===== config.mk =====
export PLATFORM = sky130hd
export DESIGN_NAME = sars_front
export DESIGN_NICKNAME = d
export VERILOG_FILES = /design/src/hdl/summed_area_rect_sum_defines.svh /design/src/hdl/sars_pkg.sv /design/src/hdl/sars_front.sv
export SDC_FILE = /design/constraint.sdc
export NUM_CORES = 1
export LEC_CHECK = 0
export BUFFER_PORTS_ARGS = -buffer_cell sky130_fd_sc_hd__buf_2
export CORE_MARGIN = 3
export CORE_UTILIZATION = 30
export DETAILED_ROUTE_END_ITERATION = 7
export PLACE_DENSITY = 0.53
export SLEW_MARGIN = 20
export SYNTH_ARGS = -nofsm -noshare
export SYNTH_HDL_FRONTEND = slang
export SYNTH_SLANG_ARGS = --single-unit

===== constraint.sdc =====
create_clock -name clk -period 4.8 [get_ports clk]
set_input_delay 0 -clock clk [delete_from_list [all_inputs] [get_ports clk]]
set_output_delay 0 -clock clk [all_outputs]
set_load 0.005 [all_outputs]

===== src/hdl/summed_area_rect_sum_defines.svh =====
// assertion macros of the summed-area block, used by its back end
`ifndef SUMMED_AREA_RECT_SUM_DEFINES_SVH
`define SUMMED_AREA_RECT_SUM_DEFINES_SVH

// same-cycle implication, checked outside reset
`define SARS_ASSERT(label, clk, rst, ante, cons) \
  label: assert property (@(posedge clk) disable iff (rst) (ante) |-> (cons)) \
    else $error("sars assertion failed");

// next-cycle implication, checked outside reset
`define SARS_ASSERT_NEXT(label, clk, rst, ante, cons) \
  label: assert property (@(posedge clk) disable iff (rst) (ante) |=> (cons)) \
    else $error("sars assertion failed");

`endif


===== src/hdl/sars_pkg.sv =====
// types, constants and codes of the summed-area rectangle sum block
package sars_pkg;

  localparam int MAX_SIDE      = 64;
  localparam int ELEMENT_WIDTH = 16;
  localparam int COORD_W       = $clog2(MAX_SIDE);
  localparam int SIDE_W        = $clog2(MAX_SIDE + 1);
  localparam int ADDR_W        = 2 * COORD_W;
  localparam int TABLE_DEPTH   = 1 << ADDR_W;
  localparam int TABLE_W       = 28;
  localparam int RUN_W         = 22;
  localparam int CFG_W         = 7;
  localparam int GRID_RESET    = 64;
  localparam int QUEUE_DEPTH   = 4;
  localparam int QPTR_W        = $clog2(QUEUE_DEPTH);
  localparam int QUERY_READS   = 4;
  localparam int STEP_W        = $clog2(QUERY_READS + 1);
  localparam int PADDR_W       = 3;

  localparam logic [1:0] STATUS_OK        = 2'd0;
  localparam logic [1:0] STATUS_BAD_COORD = 2'd1;
  localparam logic [1:0] STATUS_NOT_FULL  = 2'd2;

  localparam logic OP_LOAD  = 1'b0;
  localparam logic OP_QUERY = 1'b1;

  localparam logic REG_GRID_SIDE = 1'b0;

  typedef struct packed {
    logic              opcode;
    logic signed [15:0] element_value;
    logic [5:0]        top_row;
    logic [5:0]        left_col;
    logic [5:0]        bottom_row;
    logic [5:0]        right_col;
  } in_item_t;

  typedef struct packed {
    logic signed [27:0] rect_sum;
    logic [1:0]         status;
  } result_t;

  typedef enum logic [1:0] {
    CMD_LOAD,
    CMD_QUERY,
    CMD_REPORT
  } cmd_kind_t;

  // load: bottom_row/right_col hold the load position
  typedef struct packed {
    cmd_kind_t               kind;
    logic [1:0]              status;
    logic [COORD_W-1:0]      top_row;
    logic [COORD_W-1:0]      left_col;
    logic [COORD_W-1:0]      bottom_row;
    logic [COORD_W-1:0]      right_col;
    logic signed [RUN_W-1:0] run_sum;
  } cmd_t;

  typedef struct packed {
    logic empty;
    logic full;
  } queue_stat_t;

  typedef enum logic [1:0] {
    B_IDLE,
    B_LOAD_RD,
    B_LOAD_WR,
    B_QUERY
  } back_state_t;

endpackage


===== src/hdl/sars_front.sv =====
// front end: tracks the load position and classifies each accepted item
module sars_front
  import sars_pkg::*;
(
  input  logic             clk,
  input  logic             rst,
  input  logic             accept,
  input  in_item_t         item,
  input  logic [CFG_W-1:0] grid_side,
  input  logic             cfg_restart,
  output cmd_t             cmd
);

  logic [COORD_W-1:0]      load_row, load_row_next;
  logic [COORD_W-1:0]      load_col, load_col_next;
  logic signed [RUN_W-1:0] run_sum, run_sum_next;
  logic                    table_full, table_full_next;

  logic [SIDE_W-1:0]       side;
  logic [COORD_W-1:0]      row_base, col_base;
  logic signed [RUN_W-1:0] run_base, run_new;
  logic                    restart;
  logic [SIDE_W-1:0]       col_inc, row_inc;
  logic [COORD_W-1:0]      q_top, q_left, q_bottom, q_right;
  logic                    bad_coord;

  // grid side clamped to 1..MAX_SIDE
  always_comb begin
    if (grid_side == '0) begin
      side = SIDE_W'(1);
    end else if (int'(grid_side) > MAX_SIDE) begin
      side = SIDE_W'(MAX_SIDE);
    end else begin
      side = SIDE_W'(grid_side);
    end
  end

  assign q_top    = item.top_row[COORD_W-1:0];
  assign q_left   = item.left_col[COORD_W-1:0];
  assign q_bottom = item.bottom_row[COORD_W-1:0];
  assign q_right  = item.right_col[COORD_W-1:0];

  assign bad_coord = (SIDE_W'(q_bottom) >= side) || (SIDE_W'(q_right) >= side) ||
                     (q_top > q_bottom) || (q_left > q_right);

  always_comb begin
    restart  = table_full || (SIDE_W'(load_row) >= side) || (SIDE_W'(load_col) >= side);
    row_base = restart ? '0 : load_row;
    col_base = restart ? '0 : load_col;
    run_base = restart ? '0 : run_sum;
    run_new  = run_base + RUN_W'($signed(item.element_value[ELEMENT_WIDTH-1:0]));
    col_inc  = SIDE_W'(col_base) + SIDE_W'(1);
    row_inc  = SIDE_W'(row_base) + SIDE_W'(1);

    load_row_next   = load_row;
    load_col_next   = load_col;
    run_sum_next    = run_sum;
    table_full_next = table_full;

    cmd.kind       = CMD_REPORT;
    cmd.status     = STATUS_OK;
    cmd.top_row    = q_top;
    cmd.left_col   = q_left;
    cmd.bottom_row = q_bottom;
    cmd.right_col  = q_right;
    cmd.run_sum    = run_new;

    if (item.opcode == OP_LOAD) begin
      cmd.kind       = CMD_LOAD;
      cmd.bottom_row = row_base;
      cmd.right_col  = col_base;
      if (accept) begin
        table_full_next = 1'b0;
        if (col_inc >= side) begin
          load_col_next = '0;
          run_sum_next  = '0;
          if (row_inc >= side) begin
            load_row_next   = '0;
            table_full_next = 1'b1;
          end else begin
            load_row_next = row_inc[COORD_W-1:0];
          end
        end else begin
          load_col_next = col_inc[COORD_W-1:0];
          load_row_next = row_base;
          run_sum_next  = run_new;
        end
      end
    end else if (!table_full) begin
      cmd.status = STATUS_NOT_FULL;
    end else if (bad_coord) begin
      cmd.status = STATUS_BAD_COORD;
    end else begin
      cmd.kind = CMD_QUERY;
    end

    if (cfg_restart) begin
      load_row_next   = '0;
      load_col_next   = '0;
      run_sum_next    = '0;
      table_full_next = 1'b0;
    end
  end

  always_ff @(posedge clk) begin
    if (rst) begin
      load_row   <= '0;
      load_col   <= '0;
      run_sum    <= '0;
      table_full <= 1'b0;
    end else begin
      load_row   <= load_row_next;
      load_col   <= load_col_next;
      run_sum    <= run_sum_next;
      table_full <= table_full_next;
    end
  end

endmodule


# Word level (Yosys, flattened, before mapping)
# Cells that the tools add are included.
# totals
register_bits	35
latchBits	0
ramBits	0
n_memories	0
mem_bits_ro	0
in_bits	52
output_inout_bits	50
# op_classes
n_eq_ne	0
n_lt_le_gt_ge	9
n_bitwise	1
shift	0
mul	0
n_div	0
muxes	18
n_reduce_logical	8
add_sub_neg	3
# ops
cell	count
22-bit two-way mux	2
6-bit two-way mux	5
6-bit by 7-bit >= comparator with 1-bit output	4
22-bit by 16-bit adder with 22-bit output	1
6-bit by 1-bit adder with 7-bit output, second input constant	2
7-bit >= comparator	2
7-bit two-way mux	2
6-bit > comparator	2
12-bit two-way mux	1
2-bit two-way mux	5
7-bit > comparator, second input constant	1
7-bit zero test	1
1-bit logical OR	5
1-bit two-way mux	3
2-bit AND reduction	1
2-bit OR reduction	1
1-bit inverter	1

# Longest topological paths before layout
# depth
depth_word	11
ltp_mapped	25
ltp_nobuf	23

# Least setup slack after synthesis
# No wires, ideal clock.
# synth_path
path_kind	in2reg
from	input grid_side[4]
to	register run_sum[21]
n_path_buf	2
required_time_ns	4.733
slack_ns	0.438
path_stages	24
t_arrival_ns	4.295
setup_time_ns	0.067
cell_sequence	nor3_1 > a21oi_1 > nor2_1 > ha_1 > nand2b_1 > a21o_1 > a21o_1 > a21o_1 > a31oi_1 > o21a_1 > buf_2 > clkbuf_1 > nand2_1 > inv_1 > ha_1 > a211oi_2 > nor4_2 > or4b_1 > nand3_2 > a31oi_4 > xnor2_4 > nor4b_2 > a21oi_1 > a21oi_2
# synth_between
elab_chain_cells	10
elab_cells_between_ends	14
# synth_lines
item	line	source
from (decl)	sars_front.sv:9	input logic [CFG_W-1:0] grid_side,
7-bit > comparator	sars_front.sv:31	end else if (int'(grid_side) > MAX_SIDE) begin
7-bit two-way mux	sars_front.sv:31	
7-bit two-way mux *	sars_front.sv:29	if (grid_side == '0) begin
6-bit by 7-bit >= comparator with 1-bit output	sars_front.sv:47	restart = table_full || (SIDE_W'(load_row) >= side) || (SIDE_W'(load_col) >= side);
1-bit logical OR (2 in a row)	sars_front.sv:47	
6-bit two-way mux	sars_front.sv:49	col_base = restart ? '0 : load_col;
6-bit by 1-bit adder with 7-bit output	sars_front.sv:52	col_inc = SIDE_W'(col_base) + SIDE_W'(1);
7-bit >= comparator	sars_front.sv:74	if (col_inc >= side) begin
22-bit two-way mux *	sars_front.sv:74	
to (signal assigned)	sars_front.sv:114	run_sum <= run_sum_next;
to (decl)	sars_front.sv:16	logic signed [RUN_W-1:0] run_sum, run_sum_next;
# Every way passes the cells marked *; elsewhere a longest branch is shown, timed or not.
# A chain may end at the register's enable or synchronous reset.

==> results.md <==
- The number of diodes is 0.
- The largest fanout of any net on the critical path is 8.
- The mean routed wirelength per cell is roughly 14 µm.
- The number of standard cells after synthesis is 525.
- At the later pin of the worst-skew pair, clock insertion delay measures about 280 ps.
- The maximum buffer depth of the clock tree is 2.
- The maximum achievable frequency is roughly 230 MHz.
- After detailed routing, the total wire length is approximately 11 mm.
- The fraction of layout cells with a size suffix above 1 is 23.75%.
- The critical path in this run is classified as flip-flop to primary output.
- The core outline area is 12,980 µm².
- In the final layout, the multi-input gates occupy around 3100 µm².
- The arrival time reported for the critical path endpoint is between 4000 and 5000 ps.
- The pin count of the biggest net entering global routing is 35.
- Yosys mapped a number of flops with a built-in enable equal to 0.
- Measured against its own limit, the worst slew margin works out to slightly below 70%.
- In the global route stage, overall resource usage came out at roughly 15%.
- The beginning of the worst hold path is item[12].
- The largest incremental delay on the critical path is between 300 and 400 ps.
- The cell at the root of the clock tree is sky130_fd_sc_hd__clkbuf_16.
- The cell area after synthesis is roughly 4100 µm².
- STA puts the critical path data required time at between 4000 and 5000 ps.
- Ranked by instance count, the synthesized netlist is headed by sky130_fd_sc_hd__ha_1, sky130_fd_sc_hd__nand2_1, sky130_fd_sc_hd__a21oi_1, sky130_fd_sc_hd__dfxtp_1, sky130_fd_sc_hd__nor2_1.
- Relative to the synthesized area, the layout overhead comes to 20.79%.
- For this design the top-level I/O count stands at approximately 100.
- The most common cell in the netlist is sky130_fd_sc_hd__ha_1.
- The count of input and output buffers is between 100 and 150.
- The worst-margin pin slew is 479.4 ps.
- Routability-driven placement finished with a final weighted congestion of between 0.8 and 0.9.
- The worst setup skew after layout is 6.041 ps.
- For this run, the post-layout net count is 744.
- The synthesized netlist contains 53 unique library cells.
- The worst setup path is captured at a primary output.
- The worst hold slack is 185.7 ps.
- The worst register-to-register path has a setup slack of slightly below 500 ps.
- Setup violations remaining at the end of the flow were counted as 0.
- TritonCTS built the clock tree.
- The most instantiated flip-flop cell in the synthesis netlist is sky130_fd_sc_hd__dfxtp_1.
- The first routing iteration left 85 violations.
- For this block, the via count after detailed routing is approximately 4k.
- Tracing the worst setup path back leads to its startpoint at load_col[0].
- The filler cells instantiated in the layout total between 1k and 1.5k.
- The fraction of synthesis flops using an asynchronous set or reset pin is 0%.
- The number of max-slew violations in the final report was 0.
- The critical path launch point type is a flip-flop.
- Summed over all cells, the static leakage comes to around 2.4 nW.
- The time the worst path needs with I/O delays and setup is around 4400 ps.
- The first TritonRoute pass finished after 4 iterations.
- The cts-stage hold buffer count is 0.
- The proportion of synthesized chip area in sequential cells is between 10% and 20%.
- Power spread over the standard cell area amounts to 179.6 nW/µm².
- In the routed design, unresolved DRC markers number 0.
- Registers take around 700 µm².
- The H-tree was split into 2 levels.
- The critical path goes through inv_1, ha_1, nand2b_1, a21o_1, a21o_1, a21o_1, a31oi_1, o21a_2, buf_4, and2_1, ha_1, nor2b_2, o31a_1, o31ai_4, a21boi_2, a22oi_2, a21oi_2, a31oi_2, xnor2_1, buf_2.
- The via count of the first global-routing pass was 3,780.
- The detailed placement HPWL is about 8.6 mm.
- After clock tree synthesis, the clock-pin slew on the worst setup and hold paths is approximately 50 ps.
- The highest-delay cell along the critical path is sky130_fd_sc_hd__dfxtp_2.
- The cell type contributing the most total cell area after synthesis is sky130_fd_sc_hd__ha_1.
- The flop and latch count out of synthesis is 35.
- Across the run, the number of max-cap violations was 0.
- Among the stages of the critical path, the cell type that occurs most often is sky130_fd_sc_hd__a21o_1.
- The sum of overflow across all layers after global routing is 0.
- Counting every sink on the clock net gives 35.
- In this run the remaining antenna-violating nets after routing total 0.
- The floorplan step defined a die boundary enclosing 15,040 µm².
- The top cell type by area accounts for 22.39% of the synthesized area.
- By area the synthesized netlist is led by sky130_fd_sc_hd__ha_1, sky130_fd_sc_hd__dfxtp_1, sky130_fd_sc_hd__a21oi_1.
- The die span in y is around 120 µm.
- The starting density of the core is 31.44%.
- The worst path uses around 93% of the clock period.
- The die is around 120 µm wide.
- Setup repair after global routing left no endpoint under its margin.
- The startpoint of the worst-slack reg-to-reg timing path is load_col[0].
- The count of warnings emitted by yosys is 0.
- The average footprint of a synthesized cell is between 7 and 8 µm².
- In the final timing run, aggregate negative setup slack is 0 ps.
- The hold violation total from the final report was 0.
- The total nets after synthesis is ~650.
- In the routed layout, each cell is associated on average with a via count of between 4 and 5.
- The largest vdd supply drop is roughly 0.00014 V.
- The number of antenna violations at the first check in global routing is 0.
- The number of placement rows is 41.
- The run finished with clean final reports.
- The first global-routing pass estimated approximately 18 mm of wire.
- Counting the buffers created by CTS gives 5.
- The class of the worst hold path is input port to primary output.
==> registers in the layout (all words and copies together) (netlist names) <==
| signal | count |
|---|---|
| load_row | 6 |
| run_sum | 22 |
| load_col | 6 |
| table_full | 1 |
==> per-stage QoR <==
stage / std cells / power (mW) / utilization [%] / instance area, µm² / setup slack, ps
finish: 791 / 0.8853 / 37.97 / 4928 / 357.6
global route: 791 / 0.9501 / 37.97 / 4928 / 14.35
CTS: 788 / 0.9004 / 37.54 / 4872 / 39.98
detailed placement: 780 / 0.5758 / 36.48 / 4735 / 184.4
global placement: 780 / 0.5722 / 36.48 / 4735 / 289.6
floorplan: 525 / 0.4775 / - / 4080 / 437.6
==> cell type report <==
class,instances,area share [%]
multi-input cells,430,63.59
flip-flops and latches,35,14.27
repair buffers,118,12.85
well taps,172,4.367
clock buffers,7,2.691
inverters,28,2.133
clock inverters,1,0.1015
==> cell usage in the layout (no fill, tap or decap), drive strengths merged, types with 13 or more instances in the layout <==
master	count
a22oi	13
xnor2	21
inv	28
a21o	19
nand2	49
a21oi	45
dfxtp	35
nor2	35
buf	118
ha	73
and2	29
nand3	23
o21ai	21
==> worst max-delay path: cells and delay by family, from the launching register on <==
kind / cells / cell delay [ps]
AO/OA/AOI/OAI: 11 / 2260
adder cells (fa/ha/maj): 2 / 540
AND/OR/NAND/NOR: 3 / 450
buffers and inverters: 3 / 380
flip-flops: 1 / 360
XOR/XNOR: 1 / 170
==> path summary, 6_finish.rpt <==
kind                 endpoint  cells after the start
hold / removal        cmd[34]                      2
hold reg to reg   run_sum[17]                      2
setup reg to reg  run_sum[21]                     20
setup / recovery      cmd[20]                     20
==> where the power goes <==
part           switching (mW)  internal [mW]  total [mW]
combinational           0.149          0.122       0.271
sequential            0.00269          0.296       0.298
clock                   0.125          0.192       0.316
==> layer usage <==
metal | track usage [%] | share of wire [%]
met5 | 0 | 0
met4 | 2.799 | 0.81
met3 | 2.258 | 5.8
met2 | 24.53 | 43
met1 | 20.68 | 50
==> kinds of logic (layout without fill, tap and decap cells) <==
group | count (synthesis) | in the layout | share of synthesized area, %
and+or+nand+nor | 187 | 187 | 23.43
adders and majority gates | 74 | 74 | 22.88
DFF | 35 | 35 | 17.17
AOI/OAI and AO/OA | 138 | 138 | 22.39
xor gates and xnor gates | 27 | 27 | 6.256
muxes | 4 | 4 | 1.104
buffers and inverters | 60 | 154 | 6.777
==> repair_timing <==
action / in CTS / in global routing
resized for setup: 0 / 9
setup buffers: 0 / 3
endpoints found under the setup margin: 0 / 16
Power figures use the tool's default switching activity.
