[src/hdl/summed_area_rect_sum_defines.svh]
// assertion macros of the summed-area block, used by its back end
`ifndef SUMMED_AREA_RECT_SUM_DEFINES_SVH
`define SUMMED_AREA_RECT_SUM_DEFINES_SVH

// same-cycle implication, checked outside reset
`define SARS_ASSERT(label, clk, rst, ante, cons) \
  label: assert property (@(posedge clk) disable iff (rst) (ante) |-> (cons)) \
    else $error("sars assertion failed");

// next-cycle implication, checked outside reset
`define SARS_ASSERT_NEXT(label, clk, rst, ante, cons) \
  label: assert property (@(posedge clk) disable iff (rst) (ante) |=> (cons)) \
    else $error("sars assertion failed");

`endif

[src/hdl/sars_pkg.sv]
// types, constants and codes of the summed-area rectangle sum block
package sars_pkg;

  localparam int MAX_SIDE      = 64;
  localparam int ELEMENT_WIDTH = 16;
  localparam int COORD_W       = $clog2(MAX_SIDE);
  localparam int SIDE_W        = $clog2(MAX_SIDE + 1);
  localparam int ADDR_W        = 2 * COORD_W;
  localparam int TABLE_DEPTH   = 1 << ADDR_W;
  localparam int TABLE_W       = 28;
  localparam int RUN_W         = 22;
  localparam int CFG_W         = 7;
  localparam int GRID_RESET    = 64;
  localparam int QUEUE_DEPTH   = 4;
  localparam int QPTR_W        = $clog2(QUEUE_DEPTH);
  localparam int QUERY_READS   = 4;
  localparam int STEP_W        = $clog2(QUERY_READS + 1);
  localparam int PADDR_W       = 3;

  localparam logic [1:0] STATUS_OK        = 2'd0;
  localparam logic [1:0] STATUS_BAD_COORD = 2'd1;
  localparam logic [1:0] STATUS_NOT_FULL  = 2'd2;

  localparam logic OP_LOAD  = 1'b0;
  localparam logic OP_QUERY = 1'b1;

  localparam logic REG_GRID_SIDE = 1'b0;

  typedef struct packed {
    logic              opcode;
    logic signed [15:0] element_value;
    logic [5:0]        top_row;
    logic [5:0]        left_col;
    logic [5:0]        bottom_row;
    logic [5:0]        right_col;
  } in_item_t;

  typedef struct packed {
    logic signed [27:0] rect_sum;
    logic [1:0]         status;
  } result_t;

  typedef enum logic [1:0] {
    CMD_LOAD,
    CMD_QUERY,
    CMD_REPORT
  } cmd_kind_t;

  // load: bottom_row/right_col hold the load position
  typedef struct packed {
    cmd_kind_t               kind;
    logic [1:0]              status;
    logic [COORD_W-1:0]      top_row;
    logic [COORD_W-1:0]      left_col;
    logic [COORD_W-1:0]      bottom_row;
    logic [COORD_W-1:0]      right_col;
    logic signed [RUN_W-1:0] run_sum;
  } cmd_t;

  typedef struct packed {
    logic empty;
    logic full;
  } queue_stat_t;

  typedef enum logic [1:0] {
    B_IDLE,
    B_LOAD_RD,
    B_LOAD_WR,
    B_QUERY
  } back_state_t;

endpackage

[src/hdl/sars_queue.sv]
// short command queue between front and back end
module sars_queue
  import sars_pkg::*;
(
  input  logic        clk,
  input  logic        rst,
  input  logic        push,
  input  cmd_t        push_cmd,
  input  logic        pop,
  output cmd_t        head,
  output queue_stat_t stat
);

  cmd_t              slots [QUEUE_DEPTH];
  logic [QPTR_W-1:0] wr_ptr;
  logic [QPTR_W-1:0] rd_ptr;
  logic [QPTR_W:0]   count;

  assign head       = slots[rd_ptr];
  assign stat.empty = (count == '0);
  assign stat.full  = (count == (QPTR_W + 1)'(QUEUE_DEPTH));

  always_ff @(posedge clk) begin
    if (push) begin
      slots[wr_ptr] <= push_cmd;
    end
  end

  always_ff @(posedge clk) begin
    if (rst) begin
      wr_ptr <= '0;
      rd_ptr <= '0;
      count  <= '0;
    end else begin
      if (push) begin
        wr_ptr <= wr_ptr + QPTR_W'(1);
      end
      if (pop) begin
        rd_ptr <= rd_ptr + QPTR_W'(1);
      end
      case ({push, pop})
        2'b10:   count <= count + (QPTR_W + 1)'(1);
        2'b01:   count <= count - (QPTR_W + 1)'(1);
        default: count <= count;
      endcase
    end
  end

endmodule

[config.mk]
export PLATFORM = sky130hd
export DESIGN_NAME = sars_queue
export DESIGN_NICKNAME = d
export VERILOG_FILES = /design/src/hdl/summed_area_rect_sum_defines.svh /design/src/hdl/sars_pkg.sv /design/src/hdl/sars_queue.sv
export SDC_FILE = /design/constraint.sdc
export NUM_CORES = 1
export LEC_CHECK = 0
export BUFFER_PORTS_ARGS = -buffer_cell sky130_fd_sc_hd__buf_2
export CORE_ASPECT_RATIO = 1.1
export CORE_UTILIZATION = 45
export CTS_CLUSTER_DIAMETER = 80
export DETAILED_ROUTE_END_ITERATION = 8
export GPL_TIMING_DRIVEN = 0
export PLACE_DENSITY = 0.63
export SYNTH_ARGS = -nofsm -noshare
export SYNTH_HDL_FRONTEND = slang
export SYNTH_SLANG_ARGS = --single-unit
export TNS_END_PERCENT = 1
[constraint.sdc]
create_clock -name clk -period 2.9 [get_ports clk]
set_input_delay 0.29 -clock clk [delete_from_list [all_inputs] [get_ports clk]]
set_output_delay 0.29 -clock clk [all_outputs]
set_load 0.005 [all_outputs]
# ---- After elaboration in Yosys (flattened, before gate mapping)
# Memory sizes are Yosys's and may differ from the RTL's. A register that Yosys moved wholly into a read port is not among the register bits.
# Cells that the tools add are included.
dict set report word_totals {
  ff_bits 7
  latch_bits 0
  mem_bits_ro 0
  inputBits 54
  elab_cells 18
  output_inout_bits 52
  mem_count 1
  ram_bits 200
}
# memory words word_bits read_ports rd_clocked_by_memory_dff wr line_no
set memory_table {}
lappend memory_table {slots 4 50 1 1 1 sars_queue.sv:14} ;# cmd_t slots [QUEUE_DEPTH];
dict set report op_classes {
  muxes 5
  n_eq_ne 3
  bitwise_logic 0
  div_mod_pow 0
  n_lt_le_gt_ge 0
  n_shift 0
  mul 0
  n_reduce_logical 2
  n_addsub 4
}
# operator count
set ops {}
lappend ops {{one-hot mux 3 bit (2 select lines)} 1}
lappend ops {{adder 2 x 1 -> 2 bit, second input constant} 2}
lappend ops {{2-to-1 mux 2 bit} 2}
lappend ops {{adder 3 x 1 -> 3 bit, second input constant} 1}
lappend ops {{== test 3 bit, second input constant} 1}
lappend ops {{zero test 3 bit} 1}
lappend ops {{subtractor 3 x 1 -> 3 bit, second input constant} 1}
lappend ops {{== test 2 x 1 -> 1 bit, second input constant} 1}
lappend ops {{== test 2 bit, second input constant} 1}
lappend ops {{2-to-1 mux 1 bit} 2}
lappend ops {{nonzero test 2 bit} 1}

# ---- Depth between registers and ports, before layout
# Gate-level depths: netlist (run 1).
dict set report logic_depth {
  ltp_word 3
  mapped_depth 7
  depth_no_buf 7
}

# ---- Least setup slack after synthesis (run 1)
# No wires, ideal clock.
dict set report synth_path {
  path_kind {flip-flop to flip-flop}
  startpoint {register wr_ptr[0]}
  endpoint {memory slots[2][0] (netlist name), enable pin}
  required_ps 2487
  slack_ps 753
  path_stages_with_launch 4
  arrival_ps 1734
  synth_period_minus_slack_ps 2147
  path_cell_list {dfxtp_1 > inv_1 > ha_1 > and2_1}
}
# element line_no
set synth_lines {}
lappend synth_lines {{start, declared} sars_queue.sv:15} ;# logic [QPTR_W-1:0] wr_ptr;
lappend synth_lines {{start signal, assigned} sars_queue.sv:36} ;# wr_ptr <= wr_ptr + QPTR_W'(1);
lappend synth_lines {{end, declared} sars_queue.sv:14}
# No word-level cell before the write port.

==> summary.md, run 1 <==
| Metric | Value |
|---|---|
| Outcome | `finished clean` |
| Fmax | `between 400 and 500 MHz` |
| Final instance area | `9420 sq um` |
| Hold Crit Class | `in -> reg` |
| Via density | `roughly 5.2` |
| Syn nets | `about 370` |
| WL final | `13600 um` |
| Data required, critical path | `between 2000 and 3000 ps` |
| CTS Sinks | `roughly 210` |
| Min Clock Period, post-route | `2230 ps` |
| CTS tree | `done` |
| Sw Pwr | `about 1400 uW` |
| Hold_sp | `push_cmd[33]` |
| GPL Wtd Cong | `slightly below 0.7` |
| Post-synthesis instance area | `slightly below 8000 sq um` |
| Lkg Pwr | `0.00324 uW` |
| Total GRT Usage | `between 10% and 20%` |
| WP data arrival | `1940 ps` |
| Clk buf depth | `3` |
| Total global routing overflow | `0` |
| Setup TNS | `0 ps` |
| DR WL/cell | `19.9 um` |
| Total iterations of the first detailed-routing run | `4` |
| Core area | `16600 sq um` |
| Slew HR | `47.0%` |
| Net Sw Frac | `20.6%` |
| Final period utilization | `roughly 77%` |
| PwrDens | `716 nW/um^2` |
| Least-Margin Pin Slew | `796 ps` |
| Final setup violating endpoints | `0` |
| Most common flop cell mapped by yosys | `edfxtp_1` |
| Max-cap violations | `0` |
| Diodes inserted | `0` |
| Setup crit end kind | `output port` |
| Met2 usage | `28.0%` |
| Cell Area, Placed | `8490 sq um` |
| Vias in the first global route | `3920` |
| GR Layer Usage met3 | `3.84%` |
| IO Port Bufs | `around 100` |
| Final hold violations | `0` |
| Fraction of registers with async set/reset | `0%` |
| Register bit total from synthesis | `209` |
| CP max FO | `10` |
| Fin Clk Skew | `approximately 5.2 ps` |
| Antenna violations before repair | `0` |
| Avg Cell Area, Syn | `24.9 sq um` |
| Number of synthesized flops with an enable pin | `200` |
| CTS buffer count | `22` |
| Iter 0 DRT Violations | `205` |
| Die Ht | `139 um` |
| Worst skew pair latency | `~490 ps` |
| RR Startpoint | `wr_ptr[0]$_SDFFE_PP0P_` |
| Largest net degree at the start of global routing | `51` |
| Worst Path Class, Setup | `reg -> out` |
| Starting Density | `between 40% and 50%` |
| Pins over their slew limit | `0` |
| Clock slew seen by the registers of the worst setup and hold paths | `60 ps` |
| Post-synthesis sequential area ratio | `80.3%` |
| Io pins | `106` |
| CP startpoint kind | `flip-flop` |
| Gr busiest metal | `met2` |
| Grt met1 use | `19.5%` |
| Die area | `17700 sq um` |
| Power share of the combinational group | `9.5%` |
| Cell-by-cell trace of the critical path | `buf_1 > buf_2 > mux4_2 > buf_2` |
| Setup slack, reg-to-reg | `1250 ps` |
| Post-Synthesis Cells | `309` |
| CTS root buffer | `clkbuf_16` |
| Flop pwr share | `between 50% and 60%` |
| First-pass GRT wire length | `21100 um` |
| Post-route ant nets | `0` |
| Nets | `523` |
| Power share of the clock group | `~39%` |
| Worst path slowest cell | `buf_2` |
| Final HPWL DP | `7580 um` |
| Die X | `127 um` |
| Total Power | `6750 uW` |
| Area grow syn2layout | `22.3%` |
| YS warnings | `0` |
| Vias | `3527` |
| Distinct cells, synth | `22` |
| Max VDD drop | `0.000450 V` |
| Internal | `5360 uW` |
| RSZ-0062 raised after global routing | `no` |
| Critical Path Most Common Cell | `buf_2` |
| Row count | `49` |
| H-tree level count | `1` |
| Fillers | `1245` |
| # DRC | `0` |
| Layout cell share with drive strength beyond 1 | `roughly two fifths` |
| Slowest stage delay, CP | `~360 ps` |
[kinds of logic (layout without fill, tap and decap cells)]
logic type	Yosys count	in the layout	synth area share, %
flip-flops	209	209	80.3
adder cells (fa/ha/maj)	6	6	1.07
AO/OA/AOI/OAI	3	3	0.195
XOR/XNOR	5	5	0.568
multiplexers	51	51	14.7
buffers and inverters	19	187	2.16
AND/OR/NAND/NOR	16	16	0.990
[area by class of cell]
class / count / area (sq um) / share of cell area, %
timing repair buffer: 130 / 781 / 8.29
clock buffer: 33 / 623 / 6.61
sequential: 209 / 6190 / 65.6
inverter: 6 / 22.5 / 0.239
buffer: 13 / 144 / 1.53
multi-input combinational: 81 / 1360 / 14.5
clock inverter: 5 / 47.5 / 0.505
tap: 204 / 255 / 2.71
[timing repair]
item / in CTS / in global routing
hold buffers: 26 / 0
setup buffers: 0 / 0
resized for setup: 0 / 0
hold endpoints to repair: 103 / 0
[final timing paths]
| kind | to | depth (start not counted) |
|---|---|---|
| max reg2reg | slots[0][22]$_DFFE_PP_ | 3 |
| max | head[43] | 4 |
| min reg2reg | count[1]$_SDFFE_PP0P_ | 2 |
| min | slots[3][33]$_DFFE_PP_ | 1 |
[registers in the layout, summed over array words and instances, names as in the netlist, named ones only]
register / cells
slots: 200
wr_ptr: 2
rd_ptr: 2
count: 3
[synth_stat cells (all sizes together), types with 2 or more instances]
cell / count / area (sq um)
inv: 6 / 22.5
nor2: 8 / 30.0
ha: 5 / 62.6
dfxtp: 9 / 180
xnor2: 2 / 17.5
and2: 4 / 25.0
buf: 12 / 140
edfxtp: 200 / 6010
a21oi: 2 / 10.0
xor2: 3 / 26.3
mux4: 50 / 1130
[layer usage]
metal | part of all wire, % | up-vias
met2 | 51 | 93
met3 | 5.8 | 21
met5 | 0 | -
li1 | - | 1603
met1 | 41 | 1810
met4 | 1.7 | 0
[per-stage QoR]
| step | hold slack [ps] | setup WS (ps) | instances | utilization (%) |
|---|---|---|---|---|
| floorplan | 389 | 753 | 309 | - |
| global placement | 490 | -241 | 617 | 51.2 |
| detailed placement | 508 | 1060 | 617 | 51.3 |
| CTS | 0.434 | 641 | 681 | 56.9 |
| global route | 1.80 | 555 | 681 | 56.9 |
| finish | 19.5 | 666 | 681 | 56.9 |
[layout by cell type (no fill, tap or decap), drive strengths merged]
cell,netlist,layout
a21oi,2,2
and2,4,4
and3,1,1
buf,12,116
bufinv,0,1
clkbuf,1,34
clkinv,0,4
dfxtp,9,9
dlygate4sd3,0,26
edfxtp,200,200
fa,1,1
ha,5,5
inv,6,6
mux2i,1,1
mux4,50,50
nand2,1,1
nor2,8,8
nor3,1,1
o21ai,1,1
or3,1,1
xnor2,2,2
xor2,3,3
[worst max-delay path: cells and delay by family (launching register included)]
kind / cells / cell delay, ps
buffers and inverters: 3 / 790
flip-flops: 1 / 300
multiplexers: 1 / 360
[power by group through the flow]
stage	clock network [uW]	logic, uW	registers, uW
finish	2610	643	3500
global route	2790	706	3510
CTS	2680	662	3500
detailed placement	0	632	3560
global placement	0	615	3560
floorplan	0	369	3560
No activity file was read; power rests on OpenSTA's default activity.
==> run 2, diff against run 1 <==
Clock period 2.9 ns to 2.1 ns, I/O delays scaled along.
==> run 2 against run 1 <==
  * Via count increased by 2.8%
  * Global-route usage about the same
  * Flip-flop and latch count unchanged
  * Sequential power increased by 38%
  * Critical path type unchanged
  * Largest power group unchanged
==> summary.md, run 2 (synthesized netlist as in run 1, its figures left out) <==
| Metric | Value |
|---|---|
| Most flop-heavy register | `slots` |
| Data required, critical path | `1890 ps (-720 ps)` |
| Placed cells | `617 (unchanged)` |
| # DRC | `0 (unchanged)` |
| Max reg flops | `200 (unchanged)` |
| Layout cell share with drive strength beyond 1 | `39.5% (-1.6 points)` |
| Vias in the first global route | `4038 (+3.0%)` |
| Hold Crit Class | `in -> reg` |
| PwrDens | `975 nW/um^2 (+36%)` |
| Die X | `127 um (unchanged)` |
| RSZ-0062 raised after global routing | `no` |
| CTS tree | `done` |
| Final hold violations | `0 (unchanged)` |
| Total GRT Usage | `15.9% (+0.039 points)` |
| Via density | `5.14 (-0.75%)` |
| Setup TNS | `0 ps (unchanged)` |
| Post-route ant nets | `0 (unchanged)` |
| Worst skew pair latency | `490 ps (about the same)` |
| Diodes inserted | `0 (unchanged)` |
| Most common cell after layout, fill and taps aside | `edfxtp_1` |
| Fin Clk Skew | `8.65 ps (+3.44 ps)` |
| Row count | `49 (unchanged)` |
| Most frequent cells in the layout | `edfxtp_1 (200), buf_2 (104), mux4_2 (50), dlygate4sd3_1 (50), clkbuf_16 (23)` |
| Worst path slowest cell | `mux4_2` |
| Iter 0 DRT Violations | `180 (-12%)` |
| Pins over their slew limit | `0 (unchanged)` |
| Min Clock Period, post-route | `2030 ps` |
| Sw Pwr | `1950 uW (+40%)` |
| CTS buffer count | `22 (unchanged)` |
| Die Ht | `139 um (unchanged)` |
| Power share of the clock group | `39.2% (+0.6 points)` |
| Vias | `3624 (+2.8%)` |
| Net Sw Frac | `20.6% (+0.038 points)` |
| Clk buf depth | `3 (unchanged)` |
| Slowest stage delay, CP | `530 ps (+170 ps)` |
| Grt met1 use | `20.0% (+0.50 points)` |
| H-tree level count | `1 (unchanged)` |
| Die area | `17700 sq um (unchanged)` |
| IO Port Bufs | `104 (unchanged)` |
| Cell Area, Placed | `8490 sq um (unchanged)` |
| Fmax | `about 490 MHz` |
| Final period utilization | `96.7%` |
| Worst Path Class, Setup | `reg -> out` |
| Total iterations of the first detailed-routing run | `4 (unchanged)` |
| Top flop regs | `slots: 200 flops, count: 3 flops` |
| Fillers | `1257 (+0.96%)` |
| GPL Wtd Cong | `0.679 (-0.47%)` |
| Area grow syn2layout | `25.8%` |
| Gr busiest metal | `met2` |
| Outcome | `finished clean` |
| Least-Margin Pin Slew | `803 ps (+7.57 ps)` |
| Internal | `7510 uW (+40%)` |
| DR WL/cell | `18.9 um (-4.8%)` |
| First-pass GRT wire length | `21200 um (+0.56%)` |
| Post-CTS setup buffer count | `0 (unchanged)` |
| Power share of the combinational group | `9.7% (+0.2 points)` |
| WP buf/inv | `3 (unchanged)` |
| Antenna violations before repair | `0 (unchanged)` |
| Cell-by-cell trace of the critical path | `buf_6 > buf_12 > mux4_2 > buf_2` |
| Max-cap violations | `0 (unchanged)` |
| CP max FO | `10 (unchanged)` |
| Max VDD drop | `0.000550 V (+22%)` |
| Slew HR | `46.5% (-0.50 points)` |
| Met2 usage | `28.2% (+0.15 points)` |
| Setup crit end kind | `output port` |
| CP startpoint kind | `flip-flop` |
| Largest net degree at the start of global routing | `51 (unchanged)` |
| WP data arrival | `1820 ps (-120 ps)` |
| CTS Sinks | `209 (unchanged)` |
| Final HPWL DP | `7410 um (-2.2%)` |
| Final setup violating endpoints | `0 (unchanged)` |
| Clock slew seen by the registers of the worst setup and hold paths | `60 ps (about the same)` |
| WL final | `13400 um (-1.4%)` |
| Starting Density | `46.6% (unchanged)` |
| Lkg Pwr | `0.00335 uW (+3.4%)` |
| Total global routing overflow | `0 (unchanged)` |
| CP top delay family | `multiplexers` |
| Nets | `546 (+4.4%)` |
| Flop pwr share | `51.1% (-0.7 points)` |
| Total Power | `9460 uW (+40%)` |
| Final instance area | `9700 sq um (+2.9%)` |
| Io pins | `106 (unchanged)` |
| CTS root buffer | `clkbuf_16` |
| Finished Layout Cells | `705 (+3.5%)` |
| GR Layer Usage met3 | `2.77% (-1.1 points)` |
| Core area | `16600 sq um (unchanged)` |
==> run 2: changes by cell type in the layout (fill, tap and decap cells not counted), sizes merged <==
cell	delta
dlygate4sd3	+24
clkinv	+5
buf	-4
clkbuf	-3
bufinv	+1
clkinvlp	+1
==> run 2: worst reg2reg max path, stage by stage (launching register included) <==
cell and delay (ps):
dfxtp_1 340, inv_1 100, ha_1 160, and2_4 660
==> run 2: power by group through the flow <==
stage               logic, uW  clock network (uW)  registers [uW]
floorplan                 509                   0            4910
global placement          851                   0            4920
detailed placement        871                   0            4920
CTS                       951                3790            4830
global route             1000                3940            4850
finish                    918                3700            4830
==> run 2: per-stage QoR <==
| stage | worst slack (ps) | utilization (%) | hold WS (ps) |
|---|---|---|---|
| 6_report | 69.2 | 58.6 | 46.3 |
| 5_1_grt | 1.13 | 58.6 | 68.6 |
| 4_1_cts | -68.5 | 58.6 | 33.4 |
| 3_5_place_dp | 272 | 51.3 | 426 |
| 3_3_place_gp | -1080 | 51.2 | 420 |
| 2_1_floorplan | -47.1 | - | 309 |
==> run 2: timing repair <==
item	4_1_cts	5_1_grt
hold endpoints to repair	200	0
resized for setup	2	3
hold buffers	50	0
endpoints found under the setup margin	50	39
==> run 2: final timing paths <==
path,to,start,cells past startpoint,slack [ps]
worst max-delay path,head[22],flip-flop,4,70
worst min-delay path,flip-flop,pop,3,50
worst max register to register,slots[1][18]$_DFFE_PP_,wr_ptr[1]$_SDFFE_PP0P_,3,420
worst min register to register,rd_ptr[1]$_SDFFE_PP0P_,rd_ptr[1]$_SDFFE_PP0P_,2,540
==> run 2: metal layers <==
metal / wire [um] / vias to the layer above
li1: - / 1652
met1: 5390 / 1863
met2: 7120 / 91
met3: 649 / 18
met4: 198 / 0
met5: 0 / -
==> run 2: layout make-up <==
| type | instances | area [sq um] | area share, % |
|---|---|---|---|
| Buffer | 12 | 153 | 1.57 |
| Clock buffer | 27 | 591 | 6.09 |
| Clock inverter | 12 | 105 | 1.08 |
| Inverter | 6 | 22.5 | 0.232 |
| Multi-Input combinational cell | 81 | 1360 | 14.1 |
| Sequential cell | 209 | 6190 | 63.8 |
| Tap cell | 204 | 255 | 2.63 |
| Timing Repair Buffer | 154 | 1020 | 10.5 |
==> run 3, diff against run 2 <==
==> constraint.sdc (replaced) <==
create_clock -name clk -period 2.6 [get_ports clk]
set_input_delay 0.52 -clock clk [delete_from_list [all_inputs] [get_ports clk]]
set_output_delay 0.52 -clock clk [all_outputs]
set_load 0.005 [all_outputs]
==> run 3 against run 2 <==
  * First-iteration DRC count rose by 8.9%
  * Highest routed layer is now met5
  * Largest power group unchanged
  * Register-to-register slack better by 530 ps
  * Die area did not move
  * Clock-buffer cell count grew 6
==> summary.md, run 3 (synthesized netlist as in run 1, its figures left out) <==
| Metric | Value |
|---|---|
| Nets | `497 (-9.0%)` |
| H-tree level count | `1 (unchanged)` |
| FF/Latch Area | `6190 sq um (unchanged)` |
| Die X | `127 um (unchanged)` |
| Fillers | `1256 (-0.080%)` |
| CTS buffer count | `22 (unchanged)` |
| Via density | `5.30 (+3.1%)` |
| Critical Path Most Common Cell | `buf_2` |
| Area of the multi-input gates | `1360 sq um (unchanged)` |
| CP max FO | `10 (unchanged)` |
| Fin Clk Skew | `4.91 ps (-3.74 ps)` |
| Outcome | `finished clean` |
| Antenna violations before repair | `2 (+2)` |
| Final setup violating endpoints | `0 (unchanged)` |
| Final hold violations | `0 (unchanged)` |
| Diodes inserted | `0 (unchanged)` |
| Final HPWL DP | `7580 um (+2.3%)` |
| Post-layout utilization of the core | `55.4% (-3.2 points)` |
| Lkg Pwr | `0.00313 uW (-6.5%)` |
| Most common cell after layout, fill and taps aside | `edfxtp_1` |
| Max-cap violations | `0 (unchanged)` |
| Layout cell share with drive strength beyond 1 | `43.5% (+3.9 points)` |
| Min Clock Period, post-route | `2460 ps` |
| CP top delay family | `buffers and inverters` |
| Setup crit end kind | `output port` |
| Starting Density | `46.6% (unchanged)` |
| Io pins | `106 (unchanged)` |
| CTS Sinks | `209 (unchanged)` |
| Hold Crit Class | `in -> reg` |
| Pins over their slew limit | `0 (unchanged)` |
| PwrDens | `818 nW/um^2 (-16%)` |
| Total Power | `7500 uW (-21%)` |
| Finished Layout Cells | `655 (-7.1%)` |
| Post_cts resized | `0 (-2)` |
| Top flop regs | `slots: 200 flops, count: 3 flops` |
| Clk buf depth | `3 (unchanged)` |
| RR Startpoint | `wr_ptr[0]$_SDFFE_PP0P_` |
| Worst Path Class, Setup | `reg -> out` |
| Worst slack, placed | `526 ps (+254 ps)` |
| GPL Wtd Cong | `0.682 (+0.47%)` |
| Cell-by-cell trace of the critical path | `buf_1 > buf_2 > mux4_2 > buf_2` |
| Iter 0 DRT Violations | `196 (+8.9%)` |
| Largest net degree at the start of global routing | `51 (unchanged)` |
| Die area | `17700 sq um (unchanged)` |
| DR WL/cell | `20.3 um (+7.4%)` |
| Final worst slack | `138 ps (+68.3 ps)` |
| # DRC | `0 (unchanged)` |
| Fmax | `406 MHz` |
| CTS tree | `done` |
| Least-Margin Pin Slew | `792 ps (-11.0 ps)` |
| Data required, critical path | `2080 ps (+190 ps)` |
| FF-to-FF End | `slots[0][22]$_DFFE_PP_` |
| Final period utilization | `94.7%` |
| Setup slack, reg-to-reg | `950 ps (+530 ps)` |
| Most frequent cells in the layout | `edfxtp_1 (200), buf_2 (109), mux4_2 (50)` |
| WP depth | `4 (unchanged)` |
| Slew HR | `47.2% (+0.73 points)` |
| Vias | `3470 (-4.2%)` |
| Total GRT Usage | `15.6% (-0.29 points)` |
| Row count | `49 (unchanged)` |
| Worst path slowest cell | `buf_2` |
| Core area | `16600 sq um (unchanged)` |
| CTS root buffer | `clkbuf_16` |
| Post-route ant nets | `0 (unchanged)` |
| Slowest stage delay, CP | `360 ps (-170 ps)` |
| Max VDD drop | `0.000499 V (-9.2%)` |
| First-pass GRT wire length | `20700 um (-2.7%)` |
| WHS | `243 ps (+197 ps)` |
| IO Port Bufs | `104 (unchanged)` |
| RSZ-0062 raised after global routing | `no` |
| Worst Setup EP | `head[25]` |
| Die Ht | `139 um (unchanged)` |
| Most flop-heavy register | `slots` |
| WP data arrival | `1940 ps (+120 ps)` |
| CP startpoint kind | `flip-flop` |
| Total iterations of the first detailed-routing run | `4 (unchanged)` |
| R2R depth | `3 (unchanged)` |
| Worst skew pair latency | `490 ps (about the same)` |
| Post-CTS setup buffer count | `0 (unchanged)` |
| Placed cells | `617 (unchanged)` |
| WL final | `13300 um (-0.25%)` |
| CTS Hold Buffers Added | `0 (-100%)` |
| Clock slew seen by the registers of the worst setup and hold paths | `60 ps (about the same)` |
| WP buf/inv | `3 (unchanged)` |
| Max reg flops | `200 (unchanged)` |
| Vias in the first global route | `3792 (-6.1%)` |
| Total global routing overflow | `0 (unchanged)` |
| Area grow syn2layout | `18.9%` |
-- run 3: changes by cell type in the layout (fill, tap and decap cells not counted), moves of 2 or more --
cell           previous run  this run
dlygate4sd3_1            50         0
buf_4                     2         0
clkbuf_4                  3         0
clkinv_1                  6         2
buf_2                   104       109
clkbuf_1                  5        10
-- run 3: where the power goes --
group | switching, uW | internal [uW] | total [uW]
clock | 1160 | 1740 | 2910
sequential | 37.9 | 3870 | 3900
combinational | 338 | 347 | 685
total | 1540 | 5960 | 7500
-- run 3: area by class of cell --
type                    instances  area share (%)
repair buffers                104            5.68
flip-flops and latches        209            67.5
clock buffers                  33            6.80
inverters                       6           0.246
plain buffers                  13            1.57
well taps                     204            2.79
multi-input cells              81            14.9
clock inverters                 5           0.519
-- run 3: per-layer routing --
metal | track usage, % | wire [um]
met1 | 18.9 | 5330
met2 | 27.6 | 6890
met3 | 3.84 | 798
met4 | 4.82 | 285
met5 | 0 | 22
-- run 3: worst reg2reg max path, delay by kind of cell, from the launching register on --
| kind | cells | cell delay, ps |
|---|---|---|
| adder cells (fa/ha/maj) | 1 | 160 |
| AND/OR/NAND/NOR | 1 | 660 |
| buffers and inverters | 1 | 90 |
| flip-flops | 1 | 350 |
-- run 3: worst min path at each step --
| stage | from | endpoint | cells after the start |
|---|---|---|---|
| detailed placement | count[2]$_SDFFE_PP0P_ | count[2]$_SDFFE_PP0P_ | 2 |
| finish | push_cmd[8] | slots[0][8]$_DFFE_PP_ | 1 |
| floorplan | count[2]$_SDFFE_PP0P_ | count[2]$_SDFFE_PP0P_ | 2 |
| CTS | push_cmd[1] | slots[2][1]$_DFFE_PP_ | 1 |
| global route | push_cmd[27] | slots[3][27]$_DFFE_PP_ | 1 |
| global placement | count[2]$_SDFFE_PP0P_ | count[2]$_SDFFE_PP0P_ | 2 |
-- run 3: metrics by stage --
step | instance area, sq um | TNS, ps
2_1_floorplan | 7710 | 0
3_3_place_gp | 8480 | -138870
3_5_place_dp | 8490 | 0
4_1_cts | 9160 | 0
5_1_grt | 9160 | 0
6_report | 9160 | 0
